$ cat config.mk
export PLATFORM = sky130hd
export DESIGN_NAME = dpb_proj
export DESIGN_NICKNAME = d
export VERILOG_FILES = /design/src/dpb_pkg.sv /design/src/dpb_proj.sv
export SDC_FILE = /design/constraint.sdc
export NUM_CORES = 2
export LEC_CHECK = 0
export ABC_AREA = 1
export ABC_CLOCK_PERIOD_IN_PS = 12200
export BUFFER_PORTS_ARGS = -buffer_cell sky130_fd_sc_hd__buf_2
export CELL_PAD_IN_SITES_DETAIL_PLACEMENT = 1
export CELL_PAD_IN_SITES_GLOBAL_PLACEMENT = 1
export CORE_ASPECT_RATIO = 0.5
export CORE_UTILIZATION = 40
export CTS_CLUSTER_SIZE = 14
export DETAILED_ROUTE_END_ITERATION = 8
export GPL_TIMING_DRIVEN = 0
export HOLD_SLACK_MARGIN = 0.12
export PLACE_DENSITY_LB_ADDON = 0.1
export SYNTH_ARGS = -nofsm -noshare
export SYNTH_HDL_FRONTEND = slang
export SYNTH_SLANG_ARGS = --single-unit
$ cat constraint.sdc
create_clock -name clk -period 12.2 [get_ports clk]
set_clock_uncertainty 0.1 [all_clocks]
set_input_delay 1.83 -clock clk [delete_from_list [all_inputs] [get_ports clk]]
set_output_delay 1.83 -clock clk [all_outputs]
set_load 0.005 [all_outputs]
$ cat src/dpb_pkg.sv
package dpb_pkg;

	localparam int DEPTH_W  = 16;
	localparam int PIX_W    = 10;
	localparam int COLOR_W  = 8;
	localparam int SCALE_W  = 24;
	localparam int CENTER_W = 16;
	localparam int Z_W      = 32;
	localparam int COORD_W  = 48;
	localparam int MAG_W    = 16;
	localparam int CFG_IDX_W  = 3;
	localparam int CFG_DATA_W = 24;

	// Register indexes on the configuration port.
	localparam logic [CFG_IDX_W-1:0] REG_DEPTH_SCALE  = 3'd0;
	localparam logic [CFG_IDX_W-1:0] REG_CENTER_X     = 3'd1;
	localparam logic [CFG_IDX_W-1:0] REG_CENTER_Y     = 3'd2;
	localparam logic [CFG_IDX_W-1:0] REG_INV_FOCAL_X  = 3'd3;
	localparam logic [CFG_IDX_W-1:0] REG_INV_FOCAL_Y  = 3'd4;
	localparam logic [CFG_IDX_W-1:0] REG_KEEP_INVALID = 3'd5;

	localparam logic [SCALE_W-1:0]  RST_DEPTH_SCALE = 24'd16777;
	localparam logic [CENTER_W-1:0] RST_CENTER_X    = 16'd2560;
	localparam logic [CENTER_W-1:0] RST_CENTER_Y    = 16'd1920;
	localparam logic [SCALE_W-1:0]  RST_INV_FOCAL   = 24'd31775;

	typedef struct packed {
		logic [DEPTH_W-1:0] depth;
		logic [PIX_W-1:0]   pixel_col;
		logic [PIX_W-1:0]   pixel_row;
		logic [COLOR_W-1:0] blue_in;
		logic [COLOR_W-1:0] green_in;
		logic [COLOR_W-1:0] red_in;
	} pixel_t;

	typedef struct packed {
		logic signed [COORD_W-1:0] point_x;
		logic signed [COORD_W-1:0] point_y;
		logic [Z_W-1:0]            point_z;
		logic [COLOR_W-1:0]        red_out;
		logic [COLOR_W-1:0]        green_out;
		logic [COLOR_W-1:0]        blue_out;
		logic                      point_valid;
		logic [PIX_W-1:0]          out_col;
		logic [PIX_W-1:0]          out_row;
	} point_t;

	// Load enables of the pipeline stages shared by the projection units.
	typedef struct packed {
		logic s2;
		logic s3;
		logic s4;
		logic s5;
	} adv_t;

	// Magnitude of (pix << 4) - center, with its sign.
	function automatic logic [MAG_W:0] offset_mag(input logic [PIX_W-1:0] pix,
			input logic [CENTER_W-1:0] center);
		logic signed [MAG_W:0] d;
		logic [MAG_W:0] m;
		d = signed'(17'({pix, 4'b0000})) - signed'(17'(center));
		m = d[MAG_W] ? 17'(-d) : 17'(d);
		return {d[MAG_W], m[MAG_W-1:0]};
	endfunction

endpackage

$ cat src/dpb_proj.sv
module dpb_proj (
	input  logic                                 clk,
	input  dpb_pkg::adv_t                        adv,
	input  logic [dpb_pkg::Z_W-1:0]              z,
	input  logic                                 neg,
	input  logic [dpb_pkg::MAG_W-1:0]            mag,
	input  logic [dpb_pkg::SCALE_W-1:0]          inv,
	output logic signed [dpb_pkg::COORD_W-1:0]   coord
);
	import dpb_pkg::*;

	localparam int A_W = Z_W + MAG_W;
	localparam int H_W = A_W - SCALE_W;
	localparam int P_W = A_W + SCALE_W;

	logic [A_W-1:0]             a_s2;
	logic                       neg_s2, neg_s3, neg_s4;
	logic [H_W+SCALE_W-1:0]     hi_s3;
	logic [2*SCALE_W-1:0]       lo_s3;
	logic [P_W-1:0]             p_s4;
	logic signed [P_W:0]        sp;
	logic signed [COORD_W-1:0]  coord_s5;

	// Full product p is split into two 24-bit halves of a; the floor of
	// -p / 2^28 comes out of the arithmetic shift of the negated product.
	assign sp = neg_s4 ? -signed'({1'b0, p_s4}) : signed'({1'b0, p_s4});

	always_ff @(posedge clk) begin
		if (adv.s2) begin
			a_s2   <= A_W'(z * mag);
			neg_s2 <= neg;
		end
		if (adv.s3) begin
			hi_s3  <= (H_W+SCALE_W)'(a_s2[A_W-1:SCALE_W] * inv);
			lo_s3  <= (2*SCALE_W)'(a_s2[SCALE_W-1:0] * inv);
			neg_s3 <= neg_s2;
		end
		if (adv.s4) begin
			p_s4   <= {hi_s3, {SCALE_W{1'b0}}} + P_W'(lo_s3);
			neg_s4 <= neg_s3;
		end
		if (adv.s5) begin
			coord_s5 <= COORD_W'(sp >>> 28);
		end
	end

	assign coord = coord_s5;

endmodule

==> impl_metrics.csv <==
group,metric,value,unit
route,vias,59600,
global_route,grt_pass1_wl,409.5,mm
worst_setup_path,crit-reg2reg-launch,"a_s2[7]",
worst_setup_path,r2r_cells,24,
route,finalWirelength,274.6,mm
yosys,ys_seq_area_share,11.02,%
yosys,async_reset_ff_share,0,%
die,die_y,301.8,um
global_route,antenna_found_initial,14,
worst_setup_path,crit_top_cell,"fa_1",
min_path,holdCritStartpoint,"lo_s3[23]",
route,drt_iter0_markers,4046,
worst_setup_path,slowest_delay,1020,ps
clocking,cts_buffers,29,
route,first_pass_iters,7,
timing,hold_viol,0,
worst_setup_path,critPathRequiredTime,12490,ps
min_path,whs_path_depth,0,
yosys,syn-num-nets,11610,
timing,slew_headroom,3.055,%
clocking,cts.clk_slew.worst_paths,60,ps
die,ios,126,
timing,setup_viol,0,
min_path,min_to,"p_s4[23]",
global_route,grt_pass1_vias,63900,
worst_setup_path,critPathKind,"input port to flip-flop",
clocking,cts_tree,"yes",
timing,slew_violations,0,
worst_setup_path,worst_setup_path_end_kind,"flip-flop",
cells_and_area,layout_commonest_cell,"nand2_1",
yosys,synth.distinct_cells,40,
timing,tightest_slew,1454,ps
worst_setup_path,crit_family,"adder cells",
die,num_rows,109,
route,vias_per_cell,4.894,
route,routedWlPerCell,22.55,um
global_route,grt_usage,30.73,%
worst_setup_path,rr_endpoint,"lo_s3[40]",
yosys,avgSynthCellArea,7.445,um2
clocking,postCtsHoldBufs,0,
yosys,postSynthCellCount,9661,
cells_and_area,drive_above_1_share,2.780,%
job,cap_violations,0,
cells_and_area,nets,11720,
yosys,synth_warnings,0,
worst_setup_path,slowest_stage,"clkbuf_1",
timing,rsz0062_at_grt,"false",
clocking,root_buffer,"clkbuf_16",
timing,setup-tns-final,0,ps
route,antenna_left,0,
worst_setup_path,worstPathArrival,9800,ps
worst_setup_path,path_max_fanout,10,
global_route,grt_max_degree,77,
placement,portBuffers,69,
cells_and_area,syn2layout_area_growth,6.003,%
placement,gp_routability_congestion,0.9752,
global_route,overflow,0,
die,initial_utilization,40.51,%
worst_setup_path,startpoint_type,"input port",
clocking,clock_latency,720,ps
worst_setup_path,crit_cells,25,
clocking,cts_setup_buffers,0,
clocking,h-tree-depth,1,
yosys,synth-seq-cells,264,
die,dieWidth,601.7,um
placement,hpwl,238.4,mm
clocking,cts_resized,0,
timing,fmax,105.2,MHz
timing,finalCriticalPeriod,9509,ps
yosys,synth_edf_count,264,
clocking,clockBufferDepth,3,
yosys,syn_area,71930,um2
clocking,cts_sinks,264,
worst_setup_path,reg2reg_setup_slack,4460,ps
cells_and_area,most-common-layout-cells,"nand2_1, inv_1, fa_1",
yosys,synth-main-ff-cell,"edfxtp_1",
outcome,run_status,"completed",
cells_and_area,nFillCells,22530,
route,drcViolationCount,0,
timing,min_period_over_period,77.94,%
worst_setup_path,crit_buf_inv,7,
die,coreArea,177600,um2
die,die_area,181600,um2
min_path,hp-class,"flip-flop to flip-flop",
## flip-flops by register name, summed over array words and instances (netlist names)
register  cells
neg_s4        1
neg_s2        1
a_s2         48
lo_s3        48
p_s4         72
hi_s3        48
coord        45
neg_s3        1
## layer usage
metal,vias to the layer above,GRT usage (%),routed length [um]
li1,27300,-,-
met1,30210,42.07,122700
met2,1790,49.98,121900
met3,298,6.065,21530
met4,6,8.096,8348
met5,-,0,45
## stage by stage
stage          utilization (%)  std cells  cell area (um2)  worst slack (ps)  hold slack (ps)
3_5_place_dp             42.40      12120            75300              2105            308.0
3_3_place_gp             42.38      12120            75260              1876            303.7
2_1_floorplan                -       9661            71930              4510            300.3
4_1_cts                  42.92      12170            76220              2769            317.6
5_1_grt                  42.92      12170            76220              2521            318.2
6_report                 42.94      12180            76240              2691            314.3
## cells by family (layout without fill, tap and decap cells)
| group | Yosys count | count (layout) | synth area share [%] |
|---|---|---|---|
| compound gates | 145 | 145 | 1.091 |
| fa+ha+maj | 1875 | 1875 | 47.05 |
| other cells | 0 | 9 | 0 |
| xor+xnor | 127 | 127 | 1.546 |
| simple gates | 3905 | 3905 | 21.81 |
| buf+inv | 3345 | 3467 | 17.47 |
| flops | 264 | 264 | 11.02 |
## final cells by class
cell class	count	area, um2	share of cell area, %
clock buffers	33	740.7	0.9715
well taps	2386	2985	3.916
multi-input cells	6052	51430	67.45
diodes	9	22.52	0.02954
plain buffers	337	1285	1.685
flip-flops and latches	264	7928	10.40
clock inverters	19	183.9	0.2412
inverters	3008	11290	14.81
repair buffers	70	377.9	0.4956
## worst max-delay path by stage
stage	end	from	slack, ps
floorplan	lo_s3[42]	inv[3]	4510
finish	hi_s3[43]	inv[3]	2690
global route	hi_s3[43]	inv[3]	2520
detailed placement	hi_s3[43]	inv[3]	2110
CTS	hi_s3[43]	inv[3]	2770
global placement	hi_s3[43]	inv[4]	1880
## Yosys cell counts, types with 22 or more instances
cell type	number	area share [%]
a21oi_1	102	0.71
buf_1	32	0.17
clkbuf_1	301	1.6
edfxtp_1	264	11
fa_1	1383	38
ha_1	492	8.6
inv_1	2993	16
nand2_1	3133	16
nand2_2	38	0.33
nand3_1	205	1.4
nand3_2	27	0.38
nand4_1	55	0.48
nor2_1	340	1.8
nor2_2	38	0.33
xnor2_1	22	0.27
xor2_1	105	1.3
Power is left out: the tool's default activity adds up to more than one toggle a clock period on the data nets, which glitch-free logic cannot reach.
